==> src/rtl/fpm_pkg.sv <==
`default_nettype none

package fpm_pkg;

    // Stream widths.
    localparam int IN_TDATA_W  = 24;
    localparam int IN_TUSER_W  = 2;
    localparam int OUT_TDATA_W = 16;
    localparam int OUT_TUSER_W = 1;
    localparam int DEV_SLOT_W  = 2;

    // Result queue geometry.
    localparam int RQ_DEPTH = 4;
    localparam int RQ_AW    = 2;

    // Request kinds carried on the input tuser.
    typedef enum logic [1:0] {
        REQ_HOST  = 2'd0,
        REQ_REPLY = 2'd1,
        REQ_END   = 2'd2
    } t_req;

    // Fixed protocol bytes.
    localparam logic [7:0] BYTE_ALL_ID    = 8'h80;
    localparam logic [7:0] BYTE_ALL_READY = 8'h5A;
    localparam logic [7:0] BYTE_READ_CMD  = 8'h42;
    localparam logic [7:0] BYTE_SEL_CARD  = 8'h81;
    localparam logic [7:0] BYTE_SEL_CTRL  = 8'h01;
    localparam logic [7:0] BYTE_CARD_BASE = 8'h80;
    localparam logic [7:0] BYTE_IDLE      = 8'hFF;
    localparam logic [7:0] BYTE_ZERO      = 8'h00;
    localparam logic [7:0] SLOT_MASK      = 8'h0F;

    typedef struct packed {
        logic [1:0] req_type;
        logic [7:0] host_byte;
        logic [7:0] dev_byte;
        logic       dev_ack;
    } t_item;

    typedef struct packed {
        logic                  res_kind;
        logic [7:0]            res_byte;
        logic                  res_ack;
        logic [DEV_SLOT_W-1:0] dev_slot;
        logic                  dev_is_card;
        logic                  last;
    } t_result;

    // Up to two results produced by one item.
    typedef struct packed {
        logic [1:0] cnt;
        t_result    r0;
        t_result    r1;
    } t_core_out;

    function automatic t_result mk_reply(input logic [7:0] b, input logic ack);
        t_result r;
        r = '0;
        r.res_byte = b;
        r.res_ack  = ack;
        return r;
    endfunction

    function automatic t_result mk_fwd(input logic [7:0] b,
                                       input logic [DEV_SLOT_W-1:0] slot,
                                       input logic card);
        t_result r;
        r = '0;
        r.res_kind    = 1'b1;
        r.res_byte    = b;
        r.dev_slot    = slot;
        r.dev_is_card = card;
        return r;
    endfunction

endpackage

`default_nettype wire

==> src/rtl/fpm_core.sv <==
`default_nettype none

module fpm_core #(
    parameter int SLOTS          = 4,
    parameter int BYTES_PER_SLOT = 8
) (
    input  wire logic              i_clk,
    input  wire logic              i_rst_n,
    input  wire logic              i_take,
    input  wire fpm_pkg::t_item    i_item,
    output fpm_pkg::t_core_out     o_res
);
    import fpm_pkg::*;

    localparam int BUF_LEN = SLOTS * BYTES_PER_SLOT;
    localparam int SW      = $clog2(BUF_LEN);
    localparam int PW      = $clog2(BYTES_PER_SLOT);
    localparam int SLW     = (SLOTS > 1) ? $clog2(SLOTS) : 1;

    typedef enum logic [2:0] {
        M_IDLE, M_CARD, M_CMD, M_SINGLE, M_ALL
    } t_mode;

    typedef enum logic [2:0] {
        P_NONE, P_RELAY, P_SEL_CARD, P_SEL_CTRL,
        P_CARD_PASS, P_SINGLE_PASS, P_FILL, P_DUMMY
    } t_pend;

    t_mode          r_mode, n_mode;
    t_pend          r_pend, n_pend;
    logic [SLW-1:0] r_cur_slot, n_cur_slot;
    logic [SW-1:0]  r_step, n_step;
    logic [PW-1:0]  r_pos, n_pos;
    logic           r_all_q, n_all_q;
    logic           r_bad, n_bad;
    logic           r_fin, n_fin;
    logic [SLW-1:0] r_dummy, n_dummy;
    logic [SW-1:0]  r_fill, n_fill;
    logic           r_fill_last, n_fill_last;

    // Pad buffer with one valid bit per entry; an unwritten entry reads 0xFF.
    logic [7:0]         r_mem [BUF_LEN];
    logic [BUF_LEN-1:0] r_vld;
    logic [7:0]         r_rd_data;
    logic               r_rd_vld;
    logic               wr_en;
    logic [SW-1:0]      wr_addr;
    logic [7:0]         wr_data;
    logic               rd_fwd;

    // First slot at or after 'from' that is not the selected one;
    // SLOTS when there is none.
    function automatic logic [SLW:0] next_dummy(input logic [SLW:0] from,
                                                input logic [SLW-1:0] cur);
        logic [SLW:0] c;
        c = from;
        if (c == {1'b0, cur}) begin
            c = c + (SLW+1)'(1);
        end
        return c;
    endfunction

    logic [SLW:0] dz_first, dz_next;
    logic         group_end;
    logic [7:0]   b, d, rd_byte;
    logic         a;
    logic         all_ack;

    assign b         = i_item.host_byte;
    assign d         = i_item.dev_byte;
    assign a         = i_item.dev_ack;
    assign dz_first  = next_dummy('0, r_cur_slot);
    assign dz_next   = next_dummy({1'b0, r_dummy} + (SLW+1)'(1), r_cur_slot);
    assign group_end = (r_pos == PW'(BYTES_PER_SLOT - 1));
    assign rd_byte   = r_rd_vld ? r_rd_data : BYTE_IDLE;

    always_comb begin
        n_mode      = r_mode;
        n_pend      = r_pend;
        n_cur_slot  = r_cur_slot;
        n_step      = r_step;
        n_pos       = r_pos;
        n_all_q     = r_all_q;
        n_bad       = r_bad;
        n_fin       = r_fin;
        n_dummy     = r_dummy;
        n_fill      = r_fill;
        n_fill_last = r_fill_last;
        wr_en       = 1'b0;
        wr_addr     = r_step;
        wr_data     = BYTE_IDLE;
        all_ack     = 1'b1;
        o_res       = '0;
        if (i_take) begin
            case (i_item.req_type)
                REQ_HOST: begin
                    n_pend = P_NONE;
                    case (r_mode)
                        M_CARD: begin
                            o_res.r0  = mk_fwd(b, DEV_SLOT_W'(r_cur_slot), 1'b1);
                            o_res.cnt = 2'd1;
                            n_pend    = P_CARD_PASS;
                        end
                        M_CMD: begin
                            o_res.cnt = 2'd1;
                            if (r_step == '0) begin
                                if (r_all_q) begin
                                    o_res.r0 = mk_reply(BYTE_ALL_ID, 1'b1);
                                    n_bad    = (b != BYTE_READ_CMD);
                                end else begin
                                    o_res.r0 = mk_fwd(b, DEV_SLOT_W'(r_cur_slot), 1'b0);
                                    n_pend   = P_RELAY;
                                end
                                n_step = SW'(1);
                                n_pos  = PW'(1);
                            end else if (r_step == SW'(1)) begin
                                if (r_all_q) begin
                                    o_res.r0   = mk_reply(BYTE_ALL_READY, !r_bad);
                                    n_cur_slot = '0;
                                    n_mode     = M_ALL;
                                end else begin
                                    o_res.r0 = mk_fwd(BYTE_ZERO, DEV_SLOT_W'(r_cur_slot),
                                                      1'b0);
                                    n_pend   = P_RELAY;
                                    n_mode   = M_SINGLE;
                                end
                                n_all_q = b[0];
                                n_step  = '0;
                                n_pos   = '0;
                            end else begin
                                o_res.r0 = mk_reply(BYTE_IDLE, 1'b0);
                            end
                        end
                        M_SINGLE: begin
                            o_res.r0  = mk_fwd(b, DEV_SLOT_W'(r_cur_slot), 1'b0);
                            o_res.cnt = 2'd1;
                            n_pend    = P_SINGLE_PASS;
                        end
                        M_ALL: begin
                            // Hand out the stored byte and refill the same entry.
                            if (r_fin) begin
                                wr_en     = 1'b1;
                                wr_addr   = r_step;
                                wr_data   = BYTE_IDLE;
                                o_res.cnt = 2'd1;
                            end else begin
                                n_fill      = r_step;
                                n_fill_last = group_end;
                                n_pend      = P_FILL;
                                o_res.cnt   = 2'd2;
                            end
                            if (group_end) begin
                                n_fin = 1'b0;
                                n_pos = '0;
                                if (r_cur_slot == SLW'(SLOTS - 1)) begin
                                    n_cur_slot = '0;
                                    all_ack    = 1'b0;
                                end else begin
                                    n_cur_slot = r_cur_slot + SLW'(1);
                                end
                            end else begin
                                n_pos = r_pos + PW'(1);
                            end
                            n_step   = (r_step == SW'(BUF_LEN - 1)) ? '0 : r_step + SW'(1);
                            o_res.r0 = mk_reply(rd_byte, all_ack);
                            o_res.r1 = mk_fwd(b, DEV_SLOT_W'(r_cur_slot), 1'b0);
                        end
                        default: begin
                            if (b >= BYTE_SEL_CARD && b <= (BYTE_CARD_BASE + 8'(SLOTS))) begin
                                n_cur_slot = SLW'((b & SLOT_MASK) - 8'd1);
                                o_res.r0   = mk_fwd(BYTE_SEL_CARD,
                                                    DEV_SLOT_W'(SLW'((b & SLOT_MASK) - 8'd1)),
                                                    1'b1);
                                n_pend     = P_SEL_CARD;
                            end else if (b >= BYTE_SEL_CTRL && b <= 8'(SLOTS)) begin
                                n_cur_slot = SLW'(b - 8'd1);
                                o_res.r0   = mk_fwd(BYTE_SEL_CTRL,
                                                    DEV_SLOT_W'(SLW'(b - 8'd1)), 1'b0);
                                n_pend     = P_SEL_CTRL;
                            end else begin
                                o_res.r0 = mk_reply(BYTE_IDLE, 1'b0);
                            end
                            o_res.cnt = 2'd1;
                        end
                    endcase
                end
                REQ_REPLY: begin
                    n_pend = P_NONE;
                    case (r_pend)
                        P_RELAY: begin
                            o_res.r0  = mk_reply(d, a);
                            o_res.cnt = 2'd1;
                        end
                        P_SEL_CARD: begin
                            o_res.r0  = mk_reply(d, a);
                            o_res.cnt = 2'd1;
                            if (a) begin
                                n_mode = M_CARD;
                            end
                        end
                        P_SEL_CTRL: begin
                            o_res.r0  = mk_reply(d, a);
                            o_res.cnt = 2'd1;
                            if (a) begin
                                n_mode = M_CMD;
                                if (r_all_q && dz_first < (SLW+1)'(SLOTS)) begin
                                    o_res.r1  = mk_fwd(BYTE_SEL_CTRL,
                                                       DEV_SLOT_W'(dz_first), 1'b0);
                                    o_res.cnt = 2'd2;
                                    n_dummy   = SLW'(dz_first);
                                    n_pend    = P_DUMMY;
                                end
                            end
                        end
                        P_CARD_PASS, P_SINGLE_PASS: begin
                            o_res.r0  = mk_reply(d, a);
                            o_res.cnt = 2'd1;
                            if (!a) begin
                                n_mode = M_IDLE;
                            end
                        end
                        P_FILL: begin
                            wr_en   = 1'b1;
                            wr_addr = r_fill;
                            wr_data = d;
                            if (!a && !r_fill_last) begin
                                n_fin = 1'b1;
                            end
                        end
                        P_DUMMY: begin
                            if (dz_next < (SLW+1)'(SLOTS)) begin
                                o_res.r0  = mk_fwd(BYTE_SEL_CTRL, DEV_SLOT_W'(dz_next), 1'b0);
                                o_res.cnt = 2'd1;
                                n_dummy   = SLW'(dz_next);
                                n_pend    = P_DUMMY;
                            end
                        end
                        default: begin
                        end
                    endcase
                end
                REQ_END: begin
                    n_mode     = M_IDLE;
                    n_cur_slot = '0;
                    n_step     = '0;
                    n_pos      = '0;
                    n_fin      = 1'b0;
                    n_pend     = P_NONE;
                end
                default: begin
                end
            endcase
            if (o_res.cnt == 2'd1) begin
                o_res.r0.last = 1'b1;
            end else if (o_res.cnt == 2'd2) begin
                o_res.r1.last = 1'b1;
            end
        end
    end

    always_ff @(posedge i_clk) begin
        if (!i_rst_n) begin
            r_mode      <= M_IDLE;
            r_pend      <= P_NONE;
            r_cur_slot  <= '0;
            r_step      <= '0;
            r_pos       <= '0;
            r_all_q     <= 1'b0;
            r_bad       <= 1'b0;
            r_fin       <= 1'b0;
            r_dummy     <= '0;
            r_fill      <= '0;
            r_fill_last <= 1'b0;
        end else begin
            r_mode      <= n_mode;
            r_pend      <= n_pend;
            r_cur_slot  <= n_cur_slot;
            r_step      <= n_step;
            r_pos       <= n_pos;
            r_all_q     <= n_all_q;
            r_bad       <= n_bad;
            r_fin       <= n_fin;
            r_dummy     <= n_dummy;
            r_fill      <= n_fill;
            r_fill_last <= n_fill_last;
        end
    end

    // The entry at the next step is read ahead, so it is ready in a register
    // when the next host byte of the sweep arrives.
    assign rd_fwd = wr_en && (wr_addr == n_step);

    always_ff @(posedge i_clk) begin
        if (wr_en) begin
            r_mem[wr_addr] <= wr_data;
        end
        r_rd_data <= rd_fwd ? wr_data : r_mem[n_step];
    end

    always_ff @(posedge i_clk) begin
        if (!i_rst_n) begin
            r_vld    <= '0;
            r_rd_vld <= 1'b0;
        end else begin
            if (wr_en) begin
                r_vld[wr_addr] <= 1'b1;
            end
            r_rd_vld <= rd_fwd || r_vld[n_step];
        end
    end

endmodule

`default_nettype wire

==> src/rtl/fpm_res_fifo.sv <==
`default_nettype none

module fpm_res_fifo (
    input  wire logic                i_clk,
    input  wire logic                i_rst_n,
    input  wire fpm_pkg::t_core_out  i_push,
    output logic                     o_room,
    output logic                     o_valid,
    input  wire logic                i_ready,
    output fpm_pkg::t_result         o_res
);
    import fpm_pkg::*;

    t_result            r_q [RQ_DEPTH];
    logic [RQ_AW-1:0]   r_wp, r_rp, n_wp;
    logic [RQ_AW:0]     r_cnt;
    logic [RQ_AW-1:0]   wp1;
    logic               pop;

    assign wp1     = r_wp + RQ_AW'(1);
    assign o_valid = (r_cnt != '0);
    assign o_res   = r_q[r_rp];
    assign pop     = o_valid && i_ready;
    // Space for two more results, whatever leaves this cycle.
    assign o_room  = (r_cnt <= (RQ_AW+1)'(RQ_DEPTH - 2));
    assign n_wp    = r_wp + RQ_AW'(i_push.cnt);

    always_ff @(posedge i_clk) begin
        if (i_push.cnt != 2'd0) begin
            r_q[r_wp] <= i_push.r0;
        end
        if (i_push.cnt == 2'd2) begin
            r_q[wp1] <= i_push.r1;
        end
    end

    always_ff @(posedge i_clk) begin
        if (!i_rst_n) begin
            r_wp  <= '0;
            r_rp  <= '0;
            r_cnt <= '0;
        end else begin
            r_wp  <= n_wp;
            r_rp  <= r_rp + RQ_AW'(pop);
            r_cnt <= r_cnt + (RQ_AW+1)'(i_push.cnt) - (RQ_AW+1)'(pop);
        end
    end

endmodule

`default_nettype wire

==> src/rtl/four_port_pad_multiplexer.sv <==
// A result passes through the input register and then the result queue before it can be taken.
// Throughput: one input transfer per cycle for items with at most one result while the output
// is not stalled; items with two results are slowed by the one-result-per-cycle output.
// Reset: synchronous, active low; clears mode, slot, step, pending reply and the queue,
// and the pad buffer reads as 0xFF in every entry until it is refilled.
`default_nettype none

module four_port_pad_multiplexer #(
    parameter int SLOTS          = 4,
    parameter int BYTES_PER_SLOT = 8
) (
    input  wire logic                               i_clk,
    input  wire logic                               i_rst_n,
    input  wire logic                               s_axis_tvalid,
    output logic                                    s_axis_tready,
    // Bits from 0 up: host_byte[7:0], dev_byte[7:0], dev_ack, zero fill.
    input  wire logic [fpm_pkg::IN_TDATA_W-1:0]     s_axis_tdata,
    // Bits from 0 up: req_type[1:0].
    input  wire logic [fpm_pkg::IN_TUSER_W-1:0]     s_axis_tuser,
    output logic                                    m_axis_tvalid,
    input  wire logic                               m_axis_tready,
    // Bits from 0 up: res_byte[7:0], res_ack, dev_slot[1:0], dev_is_card, zero fill.
    output logic [fpm_pkg::OUT_TDATA_W-1:0]         m_axis_tdata,
    // Bits from 0 up: res_kind.
    output logic [fpm_pkg::OUT_TUSER_W-1:0]         m_axis_tuser,
    output logic                                    m_axis_tlast
);
    import fpm_pkg::*;

    // The input register holds one item. The core works on it as soon as the
    // result queue has space for the two results an item may cause, and in the
    // same cycle the register can take the next transfer.
    t_item     r_in;
    logic      r_in_vld;
    logic      take;
    logic      room;
    logic      s_xfer;
    t_core_out core_res;
    t_result   q_res;

    assign take          = r_in_vld && room;
    assign s_axis_tready = !r_in_vld || take;
    assign s_xfer        = s_axis_tvalid && s_axis_tready;

    always_ff @(posedge i_clk) begin
        if (!i_rst_n) begin
            r_in_vld <= 1'b0;
        end else if (s_xfer) begin
            r_in_vld <= 1'b1;
        end else if (take) begin
            r_in_vld <= 1'b0;
        end
    end

    // Payload only; it is qualified by r_in_vld.
    always_ff @(posedge i_clk) begin
        if (s_xfer) begin
            r_in.req_type  <= s_axis_tuser[1:0];
            r_in.host_byte <= s_axis_tdata[7:0];
            r_in.dev_byte  <= s_axis_tdata[15:8];
            r_in.dev_ack   <= s_axis_tdata[16];
        end
    end

    // Mode tracking, slot selection, all-pads sweep and the pad buffer.
    fpm_core #(
        .SLOTS          (SLOTS),
        .BYTES_PER_SLOT (BYTES_PER_SLOT)
    ) u_core (
        .i_clk   (i_clk),
        .i_rst_n (i_rst_n),
        .i_take  (take),
        .i_item  (r_in),
        .o_res   (core_res)
    );

    // Results leave one per transfer, in the order the core produced them.
    fpm_res_fifo u_res_fifo (
        .i_clk   (i_clk),
        .i_rst_n (i_rst_n),
        .i_push  (core_res),
        .o_room  (room),
        .o_valid (m_axis_tvalid),
        .i_ready (m_axis_tready),
        .o_res   (q_res)
    );

    always_comb begin
        m_axis_tdata       = '0;
        m_axis_tdata[7:0]  = q_res.res_byte;
        m_axis_tdata[8]    = q_res.res_ack;
        m_axis_tdata[10:9] = q_res.dev_slot;
        m_axis_tdata[11]   = q_res.dev_is_card;
        m_axis_tuser       = OUT_TUSER_W'(q_res.res_kind);
        m_axis_tlast       = q_res.last;
    end

endmodule

`default_nettype wire

==> config.mk <==
export PLATFORM = sky130hd
export DESIGN_NAME = four_port_pad_multiplexer
export DESIGN_NICKNAME = d
export VERILOG_FILES = /design/src/rtl/fpm_pkg.sv /design/src/rtl/fpm_core.sv /design/src/rtl/fpm_res_fifo.sv /design/src/rtl/four_port_pad_multiplexer.sv
export SDC_FILE = /design/constraint.sdc
export NUM_CORES = 1
export LEC_CHECK = 0
export BUFFER_PORTS_ARGS = -buffer_cell sky130_fd_sc_hd__buf_2
export CAP_MARGIN = 20
export CORE_MARGIN = 4
export CORE_UTILIZATION = 55
export DETAILED_ROUTE_END_ITERATION = 10
export PLACE_DENSITY = 0.7
export SKIP_CTS_REPAIR_TIMING = 1
export SLEW_MARGIN = 25
export SYNTH_ARGS = -nofsm -noshare
export SYNTH_HDL_FRONTEND = slang
export SYNTH_SLANG_ARGS = --single-unit
==> constraint.sdc <==
create_clock -name i_clk -period 9.2 [get_ports i_clk]
set_clock_uncertainty 0.1 [all_clocks]
set_input_delay 1.38 -clock i_clk [delete_from_list [all_inputs] [get_ports i_clk]]
set_output_delay 1.38 -clock i_clk [all_outputs]
set_load 0.01 [all_outputs]
======== After elaboration in Yosys (flattened, before gate mapping) ========
Memory sizes are Yosys's and may differ from the RTL's. A register that Yosys moved wholly into a read port is not among the register bits.
Index checks and enable logic that the tools add are counted.
W data, S select, Z words.
word-level totals
  memories kept ........................... 2
  input port bits ......................... 30
  RAM bits ................................ 312
  output and inout bits ................... 20
  flip-flop bits (word level) ............. 87
cells by class
  bitwise logic cells ..................... 3
  magnitude comparators ................... 10
  add/subtract/negate cells ............... 12
  reduce and logical (&&, ||, !) cells .... 36
  multiplexer cells ....................... 101
  equality and inequality tests ........... 45
memories
  memory          depth  bits a word  rd ports  clocked after Yosys merged registers in  write ports  line                text
  u_core.r_mem    32     8            1         1                                        1            fpm_core.sv:42      logic [7:0] r_mem [BUF_LEN];
  u_res_fifo.r_q  4      14           1         1                                        2            fpm_res_fifo.sv:14  t_result r_q [RQ_DEPTH];
operators with widths
  kind                  count
  $mux W14              10
  $pmux W16 S4          1
  $mux W30              2
  $pmux W30 S2          1
  $mux W3               17
  $pmux W16 S3          1
  $mux W5               7
  $mux W8               4
  $or A32 B32 Y32       1
  $mux W2               15
  $pmux W3 S3           3
  $mux W1               26
  $pmux W5 S2           2
  $eq A3 B3 Y1 const B  6
  $pmux W3 S2           3
  $mux W15              1
  $ne A2 B1 Y1 const B  7
  $eq A3 B2 Y1 const B  4
  $lt A5 B6 Y1 const B  2
  $ne A3 B3 Y1 const B  4
  $pmux W3 S4           1
  $reduce_and A6 Y1     2
  $reduce_and A5 Y1     2
  $logic_and A1 B1 Y1   9
  49 further kinds      76

======== Depth between registers and ports, before layout ========
Gate-level depths: netlist (run 1).
  depth after elaboration ................. 16
  gate-level depth with buffers ........... 13
  gate-level depth less buffers ........... 12

======== By module ========
A second synthesis (run 1) with hierarchy kept.
unflattened totals
  cell total of the unflattened synthesis .. 1124
  area, all modules ....................... 17827.1 um2
by module, submodules not included
  module                     instances  cells each  area an instance (um2)
  fpm_core                   1          912         13967.1
  fpm_res_fifo               1          182         3190.6
  four_port_pad_multiplexer  1          30          669.4

======== Worst setup path before layout (run 1) ========
OpenSTA, ideal clock, no wires.
  path kind ............................... register to output
  from .................................... register u_res_fifo.r_rp[0] (netlist name)
  to ...................................... output port m_axis_tdata[0] (netlist bit)
  required time ........................... 7.720 ns
  slack ................................... 5.974 ns
  stages on the path, launching flop included .. 4
  arrival time ............................ 1.746 ns
  path through ............................ dfxtp_1 -> clkbuf_1 -> buf_1 -> mux4_2
RTL lines
  element           line                             text
  end: declaration  four_port_pad_multiplexer.sv:23  output logic [fpm_pkg::OUT_TDATA_W-1:0] m_axis_tdata,

======== Worst setup path in the final report (run 1) ========
  from .................................... register u_core.r_mode[2]
  to ...................................... memory u_core.r_mem[3][1], enable pin
between the ends
  cells in the longest elaborated chain, start to end .. 6
ends and longest elaborated chain
  element                        line             text
  start: declaration             fpm_core.sv:29   t_mode r_mode, n_mode;
  start signal: assignment       fpm_core.sv:275  r_mode <= n_mode;
  $eq A3 B3 Y1                   fpm_core.sv:98   case (r_mode)
  $mux W1                        fpm_core.sv:98
  $pmux W1 S2                    fpm_core.sv:95   case (i_item.req_type)
  $mux W1                        fpm_core.sv:94   if (i_take) begin
  $mux W1                        fpm_core.sv:294  if (wr_en) begin
  $mux W1 (implied by the code)  fpm_core.sv:295  r_mem[wr_addr] <= wr_data;
  end: declaration               fpm_core.sv:42
No other way between the ends.

==> impl_metrics.json, run 1 <==
{
  "drt_pass1_iterations": 5,
  "worst-path-max-fanout": 20,
  "io_buffer_count": 38,
  "final_cell_mix": "edfxtp_1, mux4_2, nor2_1",
  "synthFlopType": "edfxtp_1",
  "fin_area_um2": 19420,
  "grt_pass1_wl_um": 61250,
  "drcViolationCount": 0,
  "cp-end-kind": "flip-flop",
  "met1_usage": 0.3133,
  "multi_input_comb_area_um2": 5879,
  "rows": 65,
  "worstReg2RegEnd": "u_core.r_mem[3][1]$_DFFE_PP_",
  "grt_pass1_vias": 10020,
  "fin_nets": 1242,
  "ff2ff_setup_slack_ns": 4.78,
  "place_area_um2": 18070,
  "cts_buffer_depth": 3,
  "grtUsageMet2": 0.3823,
  "min_to": "u_core.r_vld[0]$_SDFFE_PN0P_",
  "root_buffer": "clkbuf_16",
  "numCtsBuffers": 42,
  "final_hold_viol_count": 0,
  "dpl.hpwl_um": 25660,
  "ys_ff_latch": 404,
  "grt_use_total": 0.2255,
  "synth.area.top_cells": "edfxtp_1, mux4_2, dfxtp_1, mux2i_1, nor2_1",
  "overflow": 0,
  "cp.arrival_ns": 4.46,
  "h-tree-depth": 2,
  "start_util": 0.5576,
  "worstMarginPinSlew_ns": 1.069,
  "cp_data_required_time_ns": 9.24,
  "cts.sinks": 404,
  "fillers": 2357,
  "synth-seq-area-share": 0.6434,
  "rr_startpoint": "u_core.r_mode[2]$_SDFFE_PN0P_",
  "diodes": 0,
  "final_common_cell": "edfxtp_1",
  "dieArea_um2": 34910,
  "die_w_um": 186.9,
  "slew_violations": 0,
  "wire_per_inst_um": 24.48,
  "drt_wl_total_um": 39750,
  "period_needed_ns": 4.421,
  "startpoint_type": "flip-flop",
  "preCtsSetupSlack_ns": 4.854,
  "syn_area_per_cell_um2": 15.12,
  "met3_usage": 0.03695,
  "finalWorstSetupSlack_ns": 4.779,
  "dp.cells": 1547,
  "clk_latency_ns": 0.53,
  "utilization": 0.6154,
  "async_flop_share": 0,
  "clk_pin_slew_ns": 0.06,
  "synth_cells": 1164,
  "path_class": "flip-flop to flip-flop",
  "core_area_um2": 31560,
  "leakage_nw": 7.103,
  "fin_crit_sh": 0.4805,
  "slew_headroom": 0.2845,
  "ff_latch_area_um2": 11330,
  "finalSetupTns_ns": 0,
  "setup_viol": 0,
  "antenna_left": 0,
  "syn_to_final_growth_pct": 10.38,
  "drive_gt1_frac": 0.2038,
  "ys_warn_count": 0,
  "die_h_um": 186.9,
  "cap_violations": 0,
  "routed_via_density": 6.317,
  "whs_ns": 0.3588,
  "cts_tree": "built",
  "synth_edf_count": 323,
  "hold_path_class": "flip-flop to flip-flop",
  "grt_max_degree": 65,
  "ys_types": 86,
  "instances_no_fill": 1624,
  "drt_iter0_drc": 842,
  "routed-via-count": 10260,
  "max_freq_mhz": 226.2,
  "ios": 50,
  "vdd_drop_max_v": 0.0001599,
  "place_congestion": 0.8612,
  "post-synth-top-area-cell": "edfxtp_1",
  "syn_area_um2": 17590,
  "synth_top_area_frac": 0.5513,
  "p_total_mw": 3.892,
  "r2r_cells": 6,
  "status": "completed",
  "min_from": "u_core.r_vld[0]$_SDFFE_PN0P_",
  "power.density_nw_per_um2": 200.4,
  "busiest_layer": "met2",
  "antenna_found_initial": 0,
  "rsz0062_at_grt": "false",
  "min_path_cells": 1
}
where the power goes:
group | switching [mW] | internal (mW) | total [mW]
combinational | 0.126 | 0.109 | 0.234
sequential | 0.0508 | 1.97 | 2.02
clock | 0.685 | 0.948 | 1.63
logic make-up after synthesis:
| group | after synthesis | share of synthesized area |
|---|---|---|
| DFF | 404 | 0.6434 |
| and+or+nand+nor | 269 | 0.07737 |
| AOI/OAI and AO/OA | 216 | 0.08434 |
| muxes | 137 | 0.1451 |
| buffers and inverters | 98 | 0.02475 |
| adders and majority gates | 23 | 0.01678 |
| xor gates and xnor gates | 16 | 0.007964 |
| other | 1 | 0.0002131 |
synthesized netlist by cell type (5+ instances only):
cell type and number:
edfxtp_1 323, mux4_2 94, nor2_1 84, dfxtp_1 81, nand2_1 67, clkbuf_1 48, a21oi_1 42, mux2i_1 41
o22ai_1 40, o21a_1 33, inv_1 24, o21ai_0 24, ha_1 22, nand2b_1 17, and2_1 16, nand3_1 15
or3_1 12, xnor2_1 12, a31oi_1 11, nor3_1 11, buf_2 9, a2111oi_0 8, o21ai_1 8, buf_4 7
nor2b_1 7, a211oi_1 6, and3_1 5
state kept, by name, indices dropped and copies added (netlist names), 2 cells and up, named ones only:
register,flops
r_in,19
u_core.r_cur_slot,2
u_core.r_dummy,2
u_core.r_fill,5
u_core.r_mem,256
u_core.r_mode,3
u_core.r_pend,3
u_core.r_pos,3
u_core.r_step,5
u_core.r_vld,32
u_res_fifo.r_cnt,3
u_res_fifo.r_q,56
u_res_fifo.r_rp,2
u_res_fifo.r_wp,2
cell type report:
class / instances / share of cell area
clock buffer: 54 / 0.05960
sequential: 404 / 0.5833
tap: 402 / 0.02590
clock inverter: 23 / 0.009149
inverter: 27 / 0.005219
multi-input combinational: 665 / 0.3028
timing repair buffer: 49 / 0.01405
metal layers:
metal / share of wire / vias to the layer above / wire length (um)
met4: 0.018 / 0 / 734
met2: 0.50 / 347 / 20060
met1: 0.42 / 5236 / 16580
li1: - / 4611 / -
met5: 0 / - / 0
met3: 0.060 / 64 / 2373
critical path, stage by stage, from the launching register on:
cell and delay (ns):
dfxtp_1 0.69, or3b_1 0.73, nor2_1 0.82, and3_1 0.33, a22o_1 0.17, nand2_1 0.28
nor2_1 0.92
how the worst max path moves through the flow:
| stage | startpoint | slack [ns] | to |
|---|---|---|---|
| 5_1_grt | u_core.r_mode[2]$_SDFFE_PN0P_ | 4.66 | u_core.r_mem[2][1]$_DFFE_PP_ |
| 2_1_floorplan | u_res_fifo.r_rp[0]$_SDFF_PN0_ | 5.97 | m_axis_tdata[0] |
| 4_1_cts | u_core.r_mode[2]$_SDFFE_PN0P_ | 4.83 | u_core.r_mem[3][6]$_DFFE_PP_ |
| 3_5_place_dp | u_core.r_mode[2]$_SDFFE_PN0P_ | 4.85 | u_core.r_mem[3][2]$_DFFE_PP_ |
| 6_report | u_core.r_mode[2]$_SDFFE_PN0P_ | 4.78 | u_core.r_mem[3][1]$_DFFE_PP_ |
| 3_3_place_gp | u_core.r_mode[2]$_SDFFE_PN0P_ | 4.87 | u_core.r_mem[2][2]$_DFFE_PP_ |
No activity file was read; power rests on OpenSTA's default activity.
==> run 2: changes to the inputs <==
clock period = 4.24 ns   (was 9.2 ns; I/O delays follow)
==> run 2 against run 1 <==
Worst hold slack worse by 0.20 ns. Register-to-register slack worse by 4.4 ns. First-iteration DRC count is 13% higher. Clock power is 120% higher. Count of clock-buffer cells in the layout is 3 higher. Die area stayed put. Sequential cell count stayed put. Critical path depth is 4 higher. Global-route usage is 0.92 points higher. Worst setup slack worse by 4.4 ns. Sequential share of layout area is 1.5 points lower. Core utilization is 1.6 points higher. Critical path type unchanged. Critical endpoint is now u_core.r_rd_vld$_SDFF_PN0_. Largest power group unchanged. Highest routed layer unchanged.
==> impl_metrics.json, run 2 (synthesis gave the netlist of run 1 again) <==
{
  "grt_use_total": 0.2347,
  "die_w_um": 186.9,
  "vdd_drop_max_v": 0.0003292,
  "worstReg2RegEnd": "u_core.r_rd_vld$_SDFF_PN0_",
  "clk_pin_slew_ns": 0.06,
  "multi_input_comb_area_um2": 5867,
  "power.density_nw_per_um2": 426.2,
  "start_util": 0.5576,
  "root_buffer": "clkbuf_16",
  "setup_viol": 0,
  "cp-endpoint": "u_core.r_rd_vld$_SDFF_PN0_",
  "worstMarginPinSlew_ns": 1.037,
  "die_h_um": 186.9,
  "cp.arrival_ns": 4.19,
  "cp_num_cells": 10,
  "rsz0062_at_grt": "false",
  "core_area_um2": 31560,
  "critPathTopFamily": "compound AO/OA/AOI/OAI gates",
  "numCtsBuffers": 42,
  "grt_pass1_vias": 10560,
  "largestRegisters": "u_core.r_mem (256), u_res_fifo.r_q (56), u_core.r_vld (32)",
  "min_from": "s_axis_tdata[16]",
  "timing.critical_path.mode_cell": "ha_1",
  "period_needed_ns": 3.859,
  "top_register": "u_core.r_mem",
  "slew_violations": 0,
  "grt_max_degree": 45,
  "finalSetupTns_ns": 0,
  "drt_wl_total_um": 41030,
  "wire_per_inst_um": 24.34,
  "antenna_left": 0,
  "min_path_cells": 1,
  "startpoint_type": "flip-flop",
  "routed_via_density": 6.317,
  "whs_ns": 0.1622,
  "drive_gt1_frac": 0.2321,
  "rows": 65,
  "diodes": 0,
  "max_freq_mhz": 259.1,
  "path_class": "flip-flop to flip-flop",
  "overflow": 0,
  "cp-end-kind": "flip-flop",
  "cp_cell_sequence": "ha_1 > and3_1 > ha_1 > nor4b_2 > o32ai_4 > inv_1 > a211oi_1 > a2111oi_0 > or4_1 > a211o_1",
  "busiest_layer": "met2",
  "cts.sinks": 404,
  "routed-via-count": 10650,
  "ios": 50,
  "rr_startpoint": "u_core.r_step[0]$_SDFF_PN0_",
  "grtUsageMet2": 0.3854,
  "drt_iter0_drc": 955,
  "io_buffer_count": 38,
  "hold_path_class": "input pin to flip-flop",
  "leakage_nw": 7.416,
  "dieArea_um2": 34910,
  "slew_headroom": 0.3058,
  "cp_data_required_time_ns": 4.57,
  "met1_usage": 0.3290,
  "drcViolationCount": 0,
  "critPathMaxStageDelay_ns": 0.77,
  "syn_to_final_growth_pct": 13.21,
  "final_common_cell": "edfxtp_1",
  "status": "completed",
  "antenna_found_initial": 0,
  "fillers": 2300,
  "cts_buffer_depth": 3,
  "dpl.hpwl_um": 26840,
  "grt_pass1_wl_um": 63560,
  "met3_usage": 0.03546,
  "cp-startpoint": "u_core.r_step[0]$_SDFF_PN0_",
  "drt_pass1_iterations": 5,
  "clk_latency_ns": 0.55,
  "cts_tree": "built",
  "fin_crit_sh": 0.9101,
  "place_congestion": 0.8613,
  "h-tree-depth": 2,
  "critPathSlowestCell": "o32ai_4",
  "final_hold_viol_count": 0,
  "ff2ff_setup_slack_ns": 0.38,
  "ff_latch_area_um2": 11330,
  "cap_violations": 0,
  "r2r_cells": 10,
  "fin_nets": 1304,
  "worst-path-max-fanout": 15,
  "crit_buf_inv": 1,
  "final_cell_mix": "edfxtp_1, mux4_2, nor2_1",
  "largest_reg_flops": 256
}
[run 2: changes by cell type in the layout (fill, tap and decap cells not counted), moves of 3 or more]
cell      previous run  this run
buf_4               11        70
clkinv_2            10         4
nand2b_1            11        17
nand2b_2             6         0
clkbuf_1             7        11
buf_12               0         3
clkinv_1             7        10
[run 2: layout make-up]
class / count / share of cell area
clock buffers: 57 / 0.05786
multi-input cells: 665 / 0.2946
flip-flops and latches: 404 / 0.5687
repair buffers: 111 / 0.03895
well taps: 402 / 0.02525
clock inverters: 20 / 0.009611
inverters: 27 / 0.005088
[run 2: how the worst min path moves through the flow]
stage / end / slack (ns)
floorplan: u_core.r_vld[0]$_SDFFE_PN0P_ / 0.33
global placement: u_core.r_vld[23]$_SDFFE_PN0P_ / 0.35
detailed placement: u_core.r_vld[16]$_SDFFE_PN0P_ / 0.35
CTS: r_in[0]$_DFFE_PP_ / 0.15
global route: r_in[0]$_DFFE_PP_ / 0.15
finish: r_in[0]$_DFFE_PP_ / 0.16
[run 2: where the power goes]
group	internal, mW	total (mW)	switching (mW)
sequential	4.28	4.39	0.105
clock	2.05	3.58	1.53
combinational	0.243	0.526	0.283
[run 2: layer usage]
layer  share of wire  vias up
met2            0.49      435
met5               0        -
met3           0.066       81
met1            0.41     5400
li1                -     4734
met4           0.027        0
[run 2: stage by stage]
stage,power [mW],setup WS (ns),utilization,instance area [um^2],std cells
finish,8.490,0.3810,0.6312,19920,1686
global route,8.785,0.2154,0.6312,19920,1686
CTS,8.560,0.3695,0.6308,19900,1686
detailed placement,4.995,0.3756,0.5882,18560,1609
global placement,4.984,0.4800,0.5882,18560,1609
floorplan,4.821,1.043,-,17610,1167
